**src/design/sss_pkg.sv**
```systemverilog
// Package: opcodes, glyph tables and shared types for the seven-segment scan shifter.
`timescale 1ns / 1ps

package sss_pkg;

    localparam int unsigned NUM_DIGITS = 4;
    localparam int unsigned WORD_W     = 16;
    localparam int unsigned VALUE_W    = 14;
    localparam int unsigned ADDR_W     = 2;

    localparam logic [VALUE_W-1:0] MAX_SHOWN = 14'd9999;

    localparam logic [1:0] OP_TICK  = 2'd0;
    localparam logic [1:0] OP_SHOW  = 2'd1;
    localparam logic [1:0] OP_ELEC  = 2'd2;
    localparam logic [1:0] OP_CLEAR = 2'd3;

    localparam logic [7:0] BLANK_GLYPH = 8'hFF;

    typedef struct packed {
        logic                  en;
        logic [ADDR_W-1:0]     addr;
        logic [WORD_W-1:0]     data;
    } t_wr_req;

    // active-low segment patterns for 0..9; anything else is blank
    function automatic logic [7:0] digit_glyph(input logic [3:0] d);
        logic [7:0] g;
        unique case (d)
            4'd0:    g = 8'hC0;
            4'd1:    g = 8'hF9;
            4'd2:    g = 8'hA4;
            4'd3:    g = 8'hB0;
            4'd4:    g = 8'h99;
            4'd5:    g = 8'h92;
            4'd6:    g = 8'h82;
            4'd7:    g = 8'hF8;
            4'd8:    g = 8'h80;
            4'd9:    g = 8'h90;
            default: g = BLANK_GLYPH;
        endcase
        return g;
    endfunction

    // "ELEC" by digit position
    function automatic logic [7:0] elec_glyph(input logic [ADDR_W-1:0] pos);
        logic [7:0] g;
        unique case (pos)
            2'd0:    g = 8'h86;
            2'd1:    g = 8'hC7;
            2'd2:    g = 8'h86;
            default: g = 8'hC6;
        endcase
        return g;
    endfunction

    function automatic logic [7:0] digit_select(input logic [ADDR_W-1:0] pos);
        logic [7:0] s;
        unique case (pos)
            2'd0:    s = 8'hF1;
            2'd1:    s = 8'hF2;
            2'd2:    s = 8'hF4;
            default: s = 8'hF8;
        endcase
        return s;
    endfunction

    // decimal weight of each position, thousands first
    function automatic logic [VALUE_W-1:0] place_value(input logic [ADDR_W-1:0] pos);
        logic [VALUE_W-1:0] p;
        unique case (pos)
            2'd0:    p = 14'd1000;
            2'd1:    p = 14'd100;
            2'd2:    p = 14'd10;
            default: p = 14'd1;
        endcase
        return p;
    endfunction

endpackage

```
**src/design/sss_disp_mem.sv**
```systemverilog
// Display word memory: four 16-bit words, one write port, one registered read port.
`timescale 1ns / 1ps

module sss_disp_mem (
    input  logic                        i_clk,
    input  logic                        i_rst_n,
    input  sss_pkg::t_wr_req            i_wr,
    input  logic                        i_rd_en,
    input  logic [sss_pkg::ADDR_W-1:0]  i_rd_addr,
    output logic [sss_pkg::WORD_W-1:0]  o_rd_data
);
    import sss_pkg::*;

    logic [WORD_W-1:0]     r_mem [NUM_DIGITS];
    logic [NUM_DIGITS-1:0] r_valid;
    logic [WORD_W-1:0]     r_rd_data;

    // entries not yet written read as the reset value (zero)
    always_ff @(posedge i_clk) begin
        if (!i_rst_n) begin
            r_valid <= '0;
        end else if (i_wr.en) begin
            r_valid[i_wr.addr] <= 1'b1;
        end
    end

    always_ff @(posedge i_clk) begin
        if (i_wr.en) begin
            r_mem[i_wr.addr] <= i_wr.data;
        end
    end

    always_ff @(posedge i_clk) begin
        if (i_rd_en) begin
            r_rd_data <= r_valid[i_rd_addr] ? r_mem[i_rd_addr] : '0;
        end
    end

    assign o_rd_data = r_rd_data;

endmodule

```
**src/design/sss_cmd_seq.sv**
```systemverilog
// Command sequencer: turns a display command into four word writes, one digit per cycle.
`timescale 1ns / 1ps

module sss_cmd_seq (
    input  logic                        i_clk,
    input  logic                        i_rst_n,
    input  logic                        i_start,
    input  logic [1:0]                  i_op,
    input  logic [sss_pkg::VALUE_W-1:0] i_value,
    output logic                        o_busy,
    output sss_pkg::t_wr_req            o_wr
);
    import sss_pkg::*;

    typedef enum logic [1:0] {
        CS_IDLE  = 2'b01,
        CS_WRITE = 2'b10
    } t_cmd_state;

    t_cmd_state         r_state, n_state;
    logic [ADDR_W-1:0]  r_step,  n_step;
    logic [1:0]         r_op;
    logic [VALUE_W-1:0] r_val,   n_val;

    logic [3:0]         digit;
    logic [VALUE_W-1:0] weight;
    logic [7:0]         pattern;

    // digit of the current position by a compare ladder against its multiples
    always_comb begin
        weight = place_value(r_step);
        digit  = 4'd0;
        for (int k = 1; k <= 9; k++) begin
            if (r_val >= VALUE_W'(k) * weight) begin
                digit = 4'(k);
            end
        end
    end

    always_comb begin
        unique case (r_op)
            OP_SHOW: pattern = digit_glyph(digit);
            OP_ELEC: pattern = elec_glyph(r_step);
            default: pattern = BLANK_GLYPH;
        endcase
    end

    always_comb begin
        n_state = r_state;
        n_step  = r_step;
        n_val   = r_val;
        unique case (r_state)
            CS_IDLE: begin
                if (i_start) begin
                    n_state = CS_WRITE;
                    n_step  = '0;
                    n_val   = (i_value > MAX_SHOWN) ? MAX_SHOWN : i_value;
                end
            end
            CS_WRITE: begin
                n_step = r_step + 1'b1;
                n_val  = r_val - VALUE_W'(digit) * weight;
                if (r_step == ADDR_W'(NUM_DIGITS - 1)) begin
                    n_state = CS_IDLE;
                end
            end
            default: n_state = CS_IDLE;
        endcase
    end

    always_ff @(posedge i_clk) begin
        if (!i_rst_n) begin
            r_state <= CS_IDLE;
            r_step  <= '0;
        end else begin
            r_state <= n_state;
            r_step  <= n_step;
        end
    end

    always_ff @(posedge i_clk) begin
        r_val <= n_val;
        if (i_start && r_state == CS_IDLE) begin
            r_op <= i_op;
        end
    end

    assign o_busy    = (r_state == CS_WRITE);
    assign o_wr.en   = (r_state == CS_WRITE);
    assign o_wr.addr = r_step;
    assign o_wr.data = {pattern, digit_select(r_step)};

endmodule

```
**src/design/sss_shifter.sv**
```systemverilog
// Serializer: shifts a 16-bit display word out MSB first, flags the last bit.
`timescale 1ns / 1ps

module sss_shifter (
    input  logic                        i_clk,
    input  logic                        i_rst_n,
    input  logic                        i_load,
    input  logic [sss_pkg::WORD_W-1:0]  i_word,
    output logic                        o_can_load,
    output logic                        o_valid,
    input  logic                        i_ready,
    output logic                        o_bit,
    output logic                        o_last
);
    import sss_pkg::*;

    localparam int unsigned CNT_W = $clog2(WORD_W);

    logic              r_active;
    logic [CNT_W-1:0]  r_cnt;
    logic [WORD_W-1:0] r_shift;
    logic              last_bit;
    logic              beat;

    assign last_bit   = (r_cnt == CNT_W'(WORD_W - 1));
    assign beat       = r_active && i_ready;
    // next word may enter as the last bit of the current one leaves
    assign o_can_load = !r_active || (beat && last_bit);

    always_ff @(posedge i_clk) begin
        if (!i_rst_n) begin
            r_active <= 1'b0;
            r_cnt    <= '0;
        end else if (i_load) begin
            r_active <= 1'b1;
            r_cnt    <= '0;
        end else if (beat) begin
            r_cnt <= r_cnt + 1'b1;
            if (last_bit) begin
                r_active <= 1'b0;
            end
        end
    end

    always_ff @(posedge i_clk) begin
        if (i_load) begin
            r_shift <= i_word;
        end else if (beat) begin
            r_shift <= {r_shift[WORD_W-2:0], 1'b0};
        end
    end

    assign o_valid = r_active;
    assign o_bit   = r_shift[WORD_W-1];
    assign o_last  = last_bit;

endmodule

```
**src/design/seven_segment_scan_shifter.sv**
```systemverilog
// Top level: seven-segment scan shifter with stream input and serial bit output.
`timescale 1ns / 1ps

// Drives a four-digit common-anode display through an external 16-bit shift
// register. Input words carry an opcode in tuser (scan tick, show number, show
// ELEC, clear) and a number in tdata; numbers above 9999 show as 9999. A scan
// tick yields sixteen output words, one per cycle while the output is ready, MSB
// first: segment byte then digit-select byte, tlast on the sixteenth (pulse the
// storage clock after it), and moves to the next digit. The next tick is taken
// while the current word is still shifting, so the serializer paces the ticks.
// A display command makes four writes on the display memory's single write
// port (one digit per cycle); input is held off during those writes and while a
// fetched word waits for the serializer. Before any command, zeros are shifted.
module seven_segment_scan_shifter (
    input  logic        i_clk,
    input  logic        i_rst_n,
    input  logic        i_s_axis_tvalid,
    output logic        o_s_axis_tready,
    input  logic [15:0] i_s_axis_tdata,   // [13:0] number_value, [15:14] zero
    input  logic [1:0]  i_s_axis_tuser,   // [1:0] opcode
    output logic        o_m_axis_tvalid,
    input  logic        i_m_axis_tready,
    output logic [7:0]  o_m_axis_tdata,   // [0] serial_bit, [7:1] zero
    output logic        o_m_axis_tlast    // latch_strobe
);
    import sss_pkg::*;

    logic              cmd_busy;
    t_wr_req           wr_req;
    logic              in_word;
    logic              tick_acc;
    logic              cmd_acc;
    logic [ADDR_W-1:0] r_scan_digit;
    logic              r_rd_pend;
    logic [WORD_W-1:0] rd_data;
    logic              sh_can_load;
    logic              sh_load;
    logic              ser_bit;

    assign o_s_axis_tready = !cmd_busy && !r_rd_pend;
    assign in_word  = i_s_axis_tvalid && o_s_axis_tready;
    assign tick_acc = in_word && (i_s_axis_tuser == OP_TICK);
    assign cmd_acc  = in_word && (i_s_axis_tuser != OP_TICK);
    assign sh_load  = r_rd_pend && sh_can_load;

    sss_cmd_seq u_cmd (
        .i_clk   (i_clk),
        .i_rst_n (i_rst_n),
        .i_start (cmd_acc),
        .i_op    (i_s_axis_tuser),
        .i_value (i_s_axis_tdata[VALUE_W-1:0]),
        .o_busy  (cmd_busy),
        .o_wr    (wr_req)
    );

    sss_disp_mem u_mem (
        .i_clk     (i_clk),
        .i_rst_n   (i_rst_n),
        .i_wr      (wr_req),
        .i_rd_en   (tick_acc),
        .i_rd_addr (r_scan_digit),
        .o_rd_data (rd_data)
    );

    // memory output register doubles as the holding slot for the next word
    always_ff @(posedge i_clk) begin
        if (!i_rst_n) begin
            r_scan_digit <= '0;
            r_rd_pend    <= 1'b0;
        end else begin
            if (tick_acc) begin
                r_scan_digit <= r_scan_digit + 1'b1;
            end
            if (tick_acc) begin
                r_rd_pend <= 1'b1;
            end else if (sh_load) begin
                r_rd_pend <= 1'b0;
            end
        end
    end

    sss_shifter u_shift (
        .i_clk      (i_clk),
        .i_rst_n    (i_rst_n),
        .i_load     (sh_load),
        .i_word     (rd_data),
        .o_can_load (sh_can_load),
        .o_valid    (o_m_axis_tvalid),
        .i_ready    (i_m_axis_tready),
        .o_bit      (ser_bit),
        .o_last     (o_m_axis_tlast)
    );

    assign o_m_axis_tdata = {7'd0, ser_bit};

    // a command never writes the display memory while a fetched word is pending
    a_no_write_during_fetch : assert property (@(posedge i_clk) disable iff (!i_rst_n)
        wr_req.en |-> !r_rd_pend)
        else $error("display write overlaps a pending word fetch");

    // a fetched word stays pending until the serializer takes it
    a_pend_held : assert property (@(posedge i_clk) disable iff (!i_rst_n)
        (r_rd_pend && !sh_load) |=> r_rd_pend)
        else $error("fetched display word dropped");

    // each tick advances the digit pointer by exactly one
    a_digit_step : assert property (@(posedge i_clk) disable iff (!i_rst_n)
        tick_acc |=> (r_scan_digit == $past(r_scan_digit) + 2'd1))
        else $error("digit pointer did not advance on scan tick");

    // a new word only enters an idle serializer or one finishing its last bit
    a_load_safe : assert property (@(posedge i_clk) disable iff (!i_rst_n)
        sh_load |-> (!o_m_axis_tvalid || (o_m_axis_tlast && i_m_axis_tready)))
        else $error("serializer reloaded mid-word");

endmodule
```
**config.mk**
```make
export PLATFORM = sky130hd
export DESIGN_NAME = seven_segment_scan_shifter
export DESIGN_NICKNAME = d
export VERILOG_FILES = /design/src/design/sss_pkg.sv /design/src/design/sss_disp_mem.sv /design/src/design/sss_cmd_seq.sv /design/src/design/sss_shifter.sv /design/src/design/seven_segment_scan_shifter.sv
export SDC_FILE = /design/constraint.sdc
export NUM_CORES = 1
export LEC_CHECK = 0
export BUFFER_PORTS_ARGS = -buffer_cell sky130_fd_sc_hd__buf_2
export CAP_MARGIN = 20
export CORE_UTILIZATION = 43
export CTS_CLUSTER_DIAMETER = 100
export CTS_CLUSTER_SIZE = 12
export DETAILED_ROUTE_END_ITERATION = 7
export GPL_ROUTABILITY_DRIVEN = 0
export GPL_TIMING_DRIVEN = 1
export HOLD_SLACK_MARGIN = 0.12
export PLACE_DENSITY = 0.58
export RECOVER_POWER = 25
export SYNTH_ARGS = -nofsm -noshare
export SYNTH_HDL_FRONTEND = slang
export SYNTH_HIERARCHICAL = 1
export SYNTH_SLANG_ARGS = --single-unit
```
**constraint.sdc**
```tcl
create_clock -name i_clk -period 6.9 [get_ports i_clk]
set_input_delay 0.345 -clock i_clk [delete_from_list [all_inputs] [get_ports i_clk]]
set_output_delay 0.345 -clock i_clk [all_outputs]
set_load 0.01 [all_outputs]
```
Word level (Yosys, flattened, before mapping)
Memories as Yosys holds them, arrays and structs flattened. A register that Yosys moved wholly into a read port is not among the register bits.
Cells that the tools add are included.
Widths: inputs -> output; s select.
- bits in registers: 64
- latch bits: 0
- bits in writable memories: 48
- ROM bits: 112
- bits of input ports: 22
- output and inout port bits: 11
- logic and storage cells: 108
- memories: 2
- memories (memory ; words ; width ; read ports ; clocked after Yosys merged registers in ; wr ports ; line ; source):
    (no name shown) ; 16 ; 7 ; 1 ; 0 ; 0 ; sss_pkg.sv:29 ; unique case (d)
    u_mem.r_mem ; 4 ; 12 ; 1 ; 1 ; 1 ; sss_disp_mem.sv:14 ; logic [WORD_W-1:0] r_mem [NUM_DIGITS];
- add/sub/neg operators: 4
- multiply operators: 6
- divide/modulo/power cells: 0
- order comparisons: 13
- equality and inequality tests: 10
- shifts and indexed selects: 0
- multiplexer cells: 34
- bitwise operators: 2
- reduce and logical (&&, ||, !) cells: 26
- operator list (operator ; count):
    $ge 14x14->1 ; 5
    $mux 16 ; 2
    $pmux 10 s3 ; 1
    $mux 14 ; 2
    $pmux 14 s2 ; 1
    $mul 3x10->13 const A ; 2
    $mul 2x10->12 const A ; 2
    $pmux 8 s2 ; 1
    $ge 14x10->1 ; 1
    $ge 14x11->1 ; 1
    $ge 14x12->1 ; 1
    $ge 14x13->1 ; 1
    $gt 14x14->1 const B ; 1
    $mul 4x10->14 ; 1
    $mul 4x10->14 const A ; 1
    $pmux 7 s2 ; 1
    $sub 14x14->14 ; 1
    $mux 3 ; 4
    $pmux 4 s3 ; 1
    $mux 1 ; 10
    $mux 2 ; 5
    $reduce_bool 2->1 ; 5
    $logic_and 1x1->1 ; 9
    $eq 2x2->1 const B ; 4
    18 further kinds ; 32

Depth between registers and ports, before layout
Gate-level depths: netlist of run 1.
- depth in word-level cells: 15
- gate-level depth with buffers: 32

Hierarchy
Netlist of run 1, hierarchy kept.
- by module, submodules not included (module ; times used ; cells an instance ; area an instance (µm²) ; sequential area each (µm²)):
    sss_cmd_seq ; 1 ; 565 ; 4807.1 ; 560.5
    sss_disp_mem ; 1 ; 130 ; 3129.3 ; 2482.4
    sss_shifter ; 1 ; 61 ; 889.6 ; 580.6
    seven_segment_scan_shifter ; 1 ; 27 ; 246.5 ; 60.1

Worst setup path before layout of run 1
No wires, ideal clock.
- path kind: flip-flop to flip-flop
- from: register u_cmd.r_step[0]
- to: register u_cmd.r_val[13], data pin
- arrival time: 6.940 ns
- data required time: 6.631 ns
- path slack: -0.309 ns
- cell stages (with the launch flop): 28
- path buffers: 1
- clock period less this slack: 7.209 ns
- cells stage by stage: dfxtp_1 -> ha_1 -> clkbuf_1 -> clkinv_1 -> ha_1 -> nor2_1 -> nor2_1 -> xor2_1 -> ha_1 -> a2111oi_2 -> o21ai_1 -> a221o_1 -> a31oi_2 -> nand2_2 -> nor3_1 -> inv_1 -> fa_1 -> fa_1 -> inv_1 -> fa_1 -> inv_1 -> ha_1 -> nand2_1 -> a21boi_0 -> a41o_1 -> o41ai_1 -> xnor2_1 -> o21ai_0
- cells in the longest elaborated chain, start to end: 15
- elaborated cells on any way between the ends: 30
- classes of those cells: 1 x add/sub; 6 x mul; 9 x order compare; 2 x eq/ne; 11 x mux; 1 x reduce/logical
- RTL lines (what ; line ; source):
    start, declared ; sss_cmd_seq.sv:21 ; logic [ADDR_W-1:0] r_step, n_step;
    start signal, assigned ; sss_cmd_seq.sv:77 ; r_step <= n_step;
    $eq 2x2->1, or another cell as far along ; sss_pkg.sv:71 ; unique case (pos)
    $pmux 10 s3 (*) ; sss_pkg.sv:71 ;
    parallel branches: the longest is 10 deep, another holds $ge 14x14->1 ; n/a ;
    $mul 4x10->14 (*) ; sss_cmd_seq.sv:62 ; n_val = r_val - VALUE_W'(digit) * weight;
    $sub 14x14->14 (*) ; sss_cmd_seq.sv:62 ;
    $pmux 14 s2 (*) ; sss_cmd_seq.sv:52 ; unique case (r_state)
    net u_cmd.n_val[13] ; sss_cmd_seq.sv:23 ; logic [VALUE_W-1:0] r_val, n_val;
    end signal, assigned ; sss_cmd_seq.sv:82 ; r_val <= n_val;
    end, declared ; sss_cmd_seq.sv:23 ;
Mark *: on every way through the listed nets, which the timed path passes.
A chain may end at the register's enable or synchronous reset.

Worst setup path after layout of run 1
Ends and elaborated chain as after synthesis.

==> results of run 1 <==
layer usage:
layer  wire length, um  global-route usage (%)  vias up  share of wire, %
met5                 0                       0        -                 0
li1                  -                       -     3015                 -
met4               749                    8.87        0               3.6
met1              9070                    24.6     3033                44
met3               669                    3.42       50               3.2
met2             10300                    35.2      153                50
registers in the layout (all words and copies together) (netlist names):
name,cells
u_cmd/r_state,2
r_scan_digit,2
u_cmd/r_val,14
u_mem/o_rd_data,16
u_shift/r_cnt,4
u_cmd/r_step,2
u_mem/r_valid,4
u_shift/r_shift,16
u_mem/r_mem,64
u_cmd/r_op,2
u_shift/o_valid,1
r_rd_pend,1
logic make-up after synthesis:
family | share of synthesized area, %
fa+ha+maj | 20.2
buf+inv | 5.43
flops | 40.6
mux | 7.30
simple gates | 11.6
xor+xnor | 2.32
other cells | 0.0828
compound gates | 12.5
per-stage QoR:
step / hold WS, ns / instance area, sq um / setup slack (ns)
floorplan: 0.435 / 9120 / 0.0839
global placement: 0.448 / 9730 / 0.159
detailed placement: 0.465 / 9730 / 0.0948
CTS: 0.193 / 10300 / 0.0380
global route: 0.204 / 10500 / -0.00848
finish: 0.204 / 10500 / 0.359
layout make-up:
class	instances	area, sq um	area share (%)
multi-input cells	555	5070	48.4
flip-flops and latches	128	3690	35.1
repair buffers	77	529	5.04
clock buffers	18	429	4.09
well taps	270	338	3.22
inverters	80	302	2.87
clock inverters	14	134	1.28
worst paths after layout:
| path | from | to | slack (ns) |
|---|---|---|---|
| max | u_cmd/r_step[0] | u_cmd/r_val[13] | 0.36 |
| min | i_m_axis_tready | u_shift/o_valid | 0.20 |
| max reg2reg | u_cmd/r_step[0] | u_cmd/r_val[13] | 0.36 |
| min reg2reg | u_mem/r_valid[2] | u_mem/r_valid[2] | 0.48 |
Yosys cell counts (16+ instances only):
cell type / number
o21ai_0: 28
ha_1: 108
inv_1: 78
a21oi_1: 38
and2_1: 27
edfxtp_1: 112
dfxtp_1: 16
nor2_1: 35
mux4_1: 16
nand2_1: 43
fa_1: 24
what timing repair did:
item                                    in CTS  in global routing
buffers inserted                             0                  7
endpoints found under the setup margin       0                  5
resized for setup                            0                 32
power groups by stage:
stage	Sequential (uW)	Clock (uW)	Combinational, uW
global route	895	917	1200
global placement	911	0	966
CTS	895	879	1010
detailed placement	911	0	1000
finish	894	857	1070
floorplan	894	0	741
==> reports/metrics.yaml, run 1 <==
timing:
  relSlewSlack_pct: 27.7
  hold_viol_final: 0
  fin_tns_setup_ns: 0
  tightestPinTransition_ns: 1.08
  setup_viol: 0
  fmax_ghz: 0.153
  clock-skew-final_ns: 0.0121
  min_period_ns: 6.54
  maxSlewViolCount: 0
  fin_crit_sh_pct: 94.8
finish:
  areaGrowthSynthToFinish_pct: 15.7
  final_cell_count_no_fill: 1142
  layout_commonest_cell: "edfxtp_1"
  drive_above_1_share_pct: 18.8
  diodes: 0
  fin_nets: 1013
  layout_common_cells: "edfxtp_1 (112), ha_1 (105), inv_1 (76)"
  utilization_pct: 51.4
  fillCellCount: 1821
critical_path:
  arrival_ns: 6.67
  rr_worst_depth: 27
  crit_top_cell: "inv_1"
  critPathBufInv: 8
  slowest_stage: "fa_1"
  endpoint_kind: "flop"
  cp.required_ns: 7.03
  crit_fanout: 10
  cp-start-kind: "flop"
  crit_family: "adder cells"
  path_depth: 27
  max_stage_delay_ns: 0.56
  crit_type: "reg -> reg"
floorplan:
  placeableCoreArea_sq_um: 20400
  fp-row-count: 52
  die_area_sq_um: 21700
  fp.dieH_um: 147
  start_util_pct: 44.4
  ios: 33
  die_width_um: 147
route:
  wl_mm: 20.8
  drc_errors: 0
  ant_nets: 0
  routedWlPerCell_um: 18.2
  vias_per_cell: 5.47
  vias: 6251
  initialDrtViolationCount: 376
  dr.pass1.iters: 5
clock_tree:
  clock-root-buffer: "clkbuf_16"
  cts_buffer_depth: 2
  clk_pin_slew_ns: 0.06
  cts_tree: "done"
  htree_levels: 4
  cts_hold_buffers: 0
  insertion_delay_ns: 0.42
  cts.sinks: 128
  numCtsBuffers: 17
grt:
  grt_use_total_pct: 20.2
  grt_pass1_vias: 6509
  grt_remaining_overflow: 0
  grt_antenna_before_repair: 0
  grt_max_degree: 21
  grt_pass1_wl_mm: 33.8
synth:
  synth_area_leaders: "edfxtp_1 (37%), ha_1 (15%), fa_1 (5.3%), mux4_1 (4.6%), dfxtp_1 (3.5%)"
  synth-seq-area-share_pct: 40.6
  ys.flop_type: "edfxtp_1"
  ys_seq_elements: 128
  synthArstFlopShare_pct: 0
  avgSynthCellArea_sq_um: 11.6
  synth.distinct_cells: 82
  synth-warning-count: 6
  syn_inst: 783
  synth_top_area_share_pct: 37.1
  yosysTopAreaCell: "edfxtp_1"
  syn_area_sq_um: 9070
  synth_edf_count: 112
power_and_ir_drop:
  power_leakage_uw: 0.00432
  p_clk_share_pct: 30.4
  netSwitchingFraction_pct: 34.3
  peakVddDrop_mv: 0.320
  p_sw_uw: 967
  combPwrFrac_pct: 37.9
  finalPower_uw: 2820
  power_density_nw_per_um2: 269
  internal-power_uw: 1850
  seq_power_share_pct: 31.7
hold_path:
  worst_hold_path_type: "in -> reg"
  hold_depth: 2
place:
  dp.cells: 1102
  dpl.hpwl_mm: 15.6
  port_buffers: 23
run:
  maxCapViolations: 0
run_status:
  status: "finished clean"
Power figures use the tool's default switching activity.
==> run 2, diff against run 1 <==
--- a/config.mk
+++ b/config.mk
@@ -16,6 +16,8 @@
 export HOLD_SLACK_MARGIN = 0.12
 export PLACE_DENSITY = 0.58
 export RECOVER_POWER = 25
+export REMOVE_ABC_BUFFERS = 1
+export SLEW_MARGIN = 10
 export SYNTH_ARGS = -nofsm -noshare
 export SYNTH_HDL_FRONTEND = slang
 export SYNTH_HIERARCHICAL = 1
==> run 2 against run 1 <==
Effect of this change: via count is 1.3% lower; global-route usage is 1.0 points lower; cell count is 1.3% lower; non-clock buffer count is 15 lower; count of clock-buffer cells in the layout is 4 higher; sequential share of layout area is 0.41 points higher; combinational power hardly changed; cell area is 1.2% lower; routed wire length is 5.1% lower; first-iteration DRC count is 2.7% higher.
==> reports/metrics.yaml, run 2 (synthesis results as in run 1) <==
run_status:
  status: "finished clean"
grt:
  grt_pass1_wl_mm: 32.3  # -4.2%
  grt_pass1_vias: 6338  # -2.6%
  grt_antenna_before_repair: 0  # unchanged
  grt_use_total_pct: 19.2  # -1.0 points
  grt_remaining_overflow: 0  # unchanged
  grt_max_degree: 21  # unchanged
hold_path:
  worstHoldStart: "i_m_axis_tready"
  worst_hold_path_type: "in -> reg"
route:
  initialDrtViolationCount: 386  # +2.7%
  ant_nets: 0  # unchanged
  vias_per_cell: 5.47  # about the same
  dr.pass1.iters: 5  # unchanged
  vias: 6167  # -1.3%
  routedWlPerCell_um: 17.5  # -3.9%
  wl_mm: 19.7  # -5.1%
  drc_errors: 0  # unchanged
clock_tree:
  htree_levels: 4  # unchanged
  cts_hold_buffers: 0  # unchanged
  clk_pin_slew_ns: 0.06  # about the same
  cts_tree: "done"
  clock-root-buffer: "clkbuf_16"
  numCtsBuffers: 17  # unchanged
  cts_buffer_depth: 2  # unchanged
  insertion_delay_ns: 0.42  # about the same
  cts.sinks: 128  # unchanged
power_and_ir_drop:
  peakVddDrop_mv: 0.337  # +5.3%
  power_leakage_uw: 0.00427  # -1.3%
  combPwrFrac_pct: 37.3  # -0.6 points
  seq_power_share_pct: 32.0  # +0.3 points
  power_density_nw_per_um2: 268  # -0.15%
  p_clk_share_pct: 30.8  # +0.4 points
  internal-power_uw: 1870  # +0.87%
  netSwitchingFraction_pct: 32.8  # -1.5 points
  p_sw_uw: 913  # -5.6%
finish:
  drive_above_1_share_pct: 17.3  # -1.5 points
  utilization_pct: 50.7  # -0.62 points
  diodes: 0  # unchanged
  areaGrowthSynthToFinish_pct: 14.2
  largest_register: "u_mem/r_mem"
  layout_commonest_cell: "edfxtp_1"
  largest_register_ffs: 64  # unchanged
  final_cell_area_sq_um: 10400  # -1.2%
  fin_nets: 998  # -1.5%
  layout_common_cells: "edfxtp_1 (112), ha_1 (103), inv_1 (77)"
critical_path:
  crit_family: "adder cells"
  slowest_stage: "or4_1"
  crit_fanout: 6  # -4
  crit_type: "reg -> reg"
  cp.required_ns: 7.02  # about the same
  endpoint_kind: "flop"
  worstReg2RegStart: "u_cmd/r_step[1]"
  critPathLaunch: "u_cmd/r_step[1]"
  critPathBufInv: 6  # -2
  cp-start-kind: "flop"
  max_stage_delay_ns: 0.53  # -0.03 ns
  arrival_ns: 6.70  # +0.03 ns
place:
  dpl.hpwl_mm: 14.9  # -4.1%
  placedInstanceArea_sq_um: 9630  # -1.0%
  port_buffers: 23  # unchanged
floorplan:
  fp-row-count: 52  # unchanged
  fp.dieH_um: 147  # unchanged
  die_area_sq_um: 21700  # unchanged
  start_util_pct: 44.4  # unchanged
  ios: 33  # unchanged
  die_width_um: 147  # unchanged
  placeableCoreArea_sq_um: 20400  # unchanged
run:
  maxCapViolations: 0  # unchanged
timing:
  maxSlewViolCount: 0  # unchanged
  clock-skew-final_ns: 0.0135  # +0.00141 ns
  fmax_ghz: 0.152  # -0.54%
  setup_viol: 0  # unchanged
  fin_crit_sh_pct: 95.3  # +0.51 points
  hold_viol_final: 0  # unchanged
  min_period_ns: 6.58  # +0.0354 ns
  relSlewSlack_pct: 35.4  # +7.7 points
  hold_slack_ns: 0.204  # -0.0000170 ns
  tightestPinTransition_ns: 0.968  # -0.116 ns
[run 2: changes by cell type in the layout (fill, tap and decap cells not counted), moves of 3 or more]
cell / before / now
buf_4: 50 / 37
and2_0: 8 / 0
and2_1: 19 / 27
clkinvlp_4: 4 / 0
buf_2: 18 / 21
clkinv_1: 1 / 4
[run 2: power by group through the flow]
| stage | logic (uW) | clock network (uW) | registers (uW) |
|---|---|---|---|
| CTS | 987 | 873 | 888 |
| finish | 1040 | 855 | 889 |
| global route | 1170 | 904 | 891 |
| detailed placement | 980 | 0 | 904 |
| floorplan | 730 | 0 | 896 |
| global placement | 946 | 0 | 904 |
[run 2: routing by layer]
metal	GRT usage [%]	routed length, um
met5	0	0
met3	3.66	555
met4	4.54	198
met2	33.7	9860
met1	24.3	9100
[run 2: final timing paths]
kind,endpoint,slack [ns],depth (start not counted)
worst min-delay path,u_shift/o_valid,0.20,2
worst max register to register,u_cmd/r_val[13],0.32,30
worst max-delay path,u_cmd/r_val[13],0.32,30
worst min register to register,u_mem/r_valid[3],0.46,1
[run 2: worst register-to-register path, delay by kind of cell, from the launching register on]
| family | cells | cell delay [ns] |
|---|---|---|
| buffers and inverters | 6 | 0.51 |
| flip-flops | 1 | 0.31 |
| adder cells (fa/ha/maj) | 7 | 2.18 |
| AO/OA/AOI/OAI | 9 | 1.98 |
| AND/OR/NAND/NOR | 7 | 1.16 |
| XOR/XNOR | 1 | 0.16 |
[run 2: cell type report]
| cell class | count | area [sq um] |
|---|---|---|
| Multi-Input combinational cell | 555 | 5060 |
| Timing Repair Buffer | 62 | 417 |
| Tap cell | 270 | 338 |
| Clock inverter | 10 | 113 |
| Fill cell | 1813 | 10100 |
| Sequential cell | 128 | 3680 |
| Inverter | 80 | 300 |
| Clock buffer | 22 | 454 |
[run 2: repair_timing]
| action | 4_1_cts | 5_1_grt |
|---|---|---|
| gates resized for setup | 1 | 31 |
| pin swaps | 0 | 12 |
| setup buffers | 0 | 6 |
| endpoints found under the setup margin | 3 | 5 |
[run 2: metrics by stage]
step	cells	TNS, ns	power (uW)	setup slack (ns)
after floorplan	763	-0.418	1630	-0.230
after global placement	1089	0	1850	0.0701
after detailed placement	1089	0	1880	0.00862
after CTS	1121	0	2750	0.0471
after global routing	1127	-0.0393	2970	-0.0393
final	1127	0	2780	0.324
==> run 3, diff against run 2 <==
--- a/config.mk
+++ b/config.mk
@@ -14,7 +14,7 @@
 export GPL_ROUTABILITY_DRIVEN = 0
 export GPL_TIMING_DRIVEN = 1
 export HOLD_SLACK_MARGIN = 0.12
-export PLACE_DENSITY = 0.58
+export PLACE_DENSITY = 0.56
 export RECOVER_POWER = 25
 export REMOVE_ABC_BUFFERS = 1
 export SLEW_MARGIN = 10
==> constraint.sdc (replaced) <==
create_clock -name i_clk -period 8.02 [get_ports i_clk]
set_input_delay 0.401 -clock i_clk [delete_from_list [all_inputs] [get_ports i_clk]]
set_output_delay 0.401 -clock i_clk [all_outputs]
set_load 0.01 [all_outputs]
==> run 3 against run 2 <==
Effect of this change: the flow now finishes with violations (max-capacitance violations, max-slew violations); power down 16%; clock skew down 0.0038 ns; combinational power down 22%; maximum frequency down 11%; non-clock buffer count down 27; register-to-register slack better by 0.27 ns; clock power down 10%; sequential cell count unchanged; die area unchanged; critical path depth down 1; utilization down 1.6 points; hold slack better by 0.063 ns; critical path type unchanged.
==> reports/metrics.yaml, run 3 (synthesis results as in run 1) <==
place:
  placedInstanceArea_sq_um: 9470  # -1.6%
  port_buffers: 23  # unchanged
  dpl.hpwl_mm: 15.0  # +0.37%
timing:
  min_period_ns: 7.42  # +0.848 ns
  setup_viol: 0  # unchanged
  hold_viol_final: 0  # unchanged
  tightestPinTransition_ns: 2.85  # +1.88 ns
  fmax_ghz: 0.135  # -11%
  relSlewSlack_pct: -90.3  # -130 points
  fin_crit_sh_pct: 92.6  # -2.7 points
  hold_slack_ns: 0.267  # +0.0627 ns
  maxSlewViolCount: 18  # +18
  fin_tns_setup_ns: 0  # unchanged
  rsz0062_at_grt: "no"
  clock-skew-final_ns: 0.00968  # -0.00383 ns
critical_path:
  r2r_slack_ns: 0.60  # +0.27 ns
  slowest_stage: "fa_1"
  cp.required_ns: 8.17  # +1.15 ns
  endpoint_kind: "flop"
  critPathLaunch: "u_cmd/r_step[0]"
  rr_worst_depth: 29  # -3.3%
  crit_top_cell: "ha_1"
  r2r-end: "u_cmd/r_val[10]"
  cp-start-kind: "flop"
  arrival_ns: 7.57  # +0.87 ns
  worstReg2RegStart: "u_cmd/r_step[0]"
  crit_type: "reg -> reg"
  max_stage_delay_ns: 0.51  # -0.02 ns
  crit_fanout: 11  # +5
route:
  drc_errors: 0  # unchanged
  vias: 6082  # -1.4%
  vias_per_cell: 5.53  # +1.0%
  ant_nets: 0  # unchanged
  routedWlPerCell_um: 18.4  # +5.2%
  wl_mm: 20.2  # +2.7%
  dr.pass1.iters: 5  # unchanged
  initialDrtViolationCount: 370  # -4.1%
clock_tree:
  cts_hold_buffers: 0  # unchanged
  insertion_delay_ns: 0.41  # about the same
  cts_tree: "done"
  clk_pin_slew_ns: 0.06  # about the same
  clock-root-buffer: "clkbuf_16"
  numCtsBuffers: 17  # unchanged
  cts_buffer_depth: 2  # unchanged
  cts.sinks: 128  # unchanged
  htree_levels: 4  # unchanged
finish:
  fin_nets: 971  # -2.7%
  final_cell_area_sq_um: 10000  # -3.1%
  utilization_pct: 49.2  # -1.6 points
  largest_register: "u_mem/r_mem"
  largest_register_ffs: 64  # unchanged
  regArea_sq_um: 3680  # about the same
  multi_input_area_sq_um: 4930  # -2.5%
  areaGrowthSynthToFinish_pct: 10.7
  drive_above_1_share_pct: 12.0  # -5.2 points
  layout_common_cells: "edfxtp_1 (112), ha_1 (108), inv_1 (78)"
  layout_commonest_cell: "edfxtp_1"
  diodes: 0  # unchanged
  fillCellCount: 1835  # +1.2%
floorplan:
  fp.dieH_um: 147  # unchanged
  placeableCoreArea_sq_um: 20400  # unchanged
  die_width_um: 147  # unchanged
  ios: 33  # unchanged
  die_area_sq_um: 21700  # unchanged
  start_util_pct: 44.4  # unchanged
  fp-row-count: 52  # unchanged
power_and_ir_drop:
  power_leakage_uw: 0.00411  # -3.8%
  netSwitchingFraction_pct: 32.7  # -0.19 points
  peakVddDrop_mv: 0.217  # -36%
  power_density_nw_per_um2: 233  # -13%
  p_sw_uw: 765  # -16%
  internal-power_uw: 1580  # -15%
  p_clk_share_pct: 32.7  # +1.9 points
  seq_power_share_pct: 32.7  # +0.7 points
  combPwrFrac_pct: 34.6  # -2.7 points
  finalPower_uw: 2340  # -16%
grt:
  grt_pass1_vias: 6137  # -3.2%
  grt_pass1_wl_mm: 32.7  # +1.2%
  grt_max_degree: 24  # +14%
  grt_remaining_overflow: 0  # unchanged
  grt_use_total_pct: 19.7  # +0.50 points
  grt_antenna_before_repair: 0  # unchanged
run:
  maxCapViolations: 1  # +1
hold_path:
  worstHoldStart: "i_m_axis_tready"
  holdPathEnd: "u_shift/o_valid"
  hold_depth: 2  # unchanged
  worst_hold_path_type: "in -> reg"
run_status:
  violations: "max-capacitance violations, max-slew violations"
  status: "finished with violations"
-- run 3: routing by layer --
metal	vias up	wire length, um	part of all wire (%)	GRT usage (%)
met5	-	0	0	0
met4	0	272	1.3	6.60
met3	14	865	4.3	2.92
met2	128	9210	46	30.7
met1	2998	9890	49	28.1
li1	2942	-	-	-
-- run 3: worst max-delay path, delay by kind of cell (launching register included) --
family	cells	cell delay (ns)
buffers and inverters	3	0.34
flip-flops	1	0.41
AND/OR/NAND/NOR	4	0.73
adder cells (fa/ha/maj)	6	2.12
XOR/XNOR	1	0.14
AO/OA/AOI/OAI	15	3.40
-- run 3: layout make-up --
class | count | area share (%)
Sequential cell | 128 | 36.7
Inverter | 80 | 2.99
Clock buffer | 18 | 4.27
Tap cell | 270 | 3.36
Clock inverter | 14 | 1.64
Timing Repair Buffer | 35 | 1.94
Multi-Input combinational cell | 555 | 49.1
-- run 3: worst max-delay path by stage --
stage | depth (start not counted) | to
6_report | 29 | u_cmd/r_val[10]
2_1_floorplan | 26 | u_cmd/r_val[13]
3_3_place_gp | 29 | u_cmd/r_val[10]
3_5_place_dp | 26 | u_cmd/r_val[13]
5_1_grt | 26 | u_cmd/r_val[13]
4_1_cts | 26 | u_cmd/r_val[13]
-- run 3: metrics by stage --
stage	std cells	worst slack [ns]
floorplan	763	0.890
global placement	1068	0.587
detailed placement	1068	0.342
CTS	1100	0.300
global route	1100	0.0220
finish	1100	0.596
-- run 3: power by group through the flow --
stage / clock network (uW) / logic, uW / registers, uW
global route: 810 / 922 / 768
finish: 767 / 810 / 766
CTS: 789 / 810 / 766
global placement: 0 / 768 / 779
detailed placement: 0 / 802 / 779
floorplan: 0 / 628 / 771
-- run 3: what timing repair did --
action,CTS,global route
setup endpoints to repair,0,3
gates resized for setup,0,1
buffers inserted,0,0
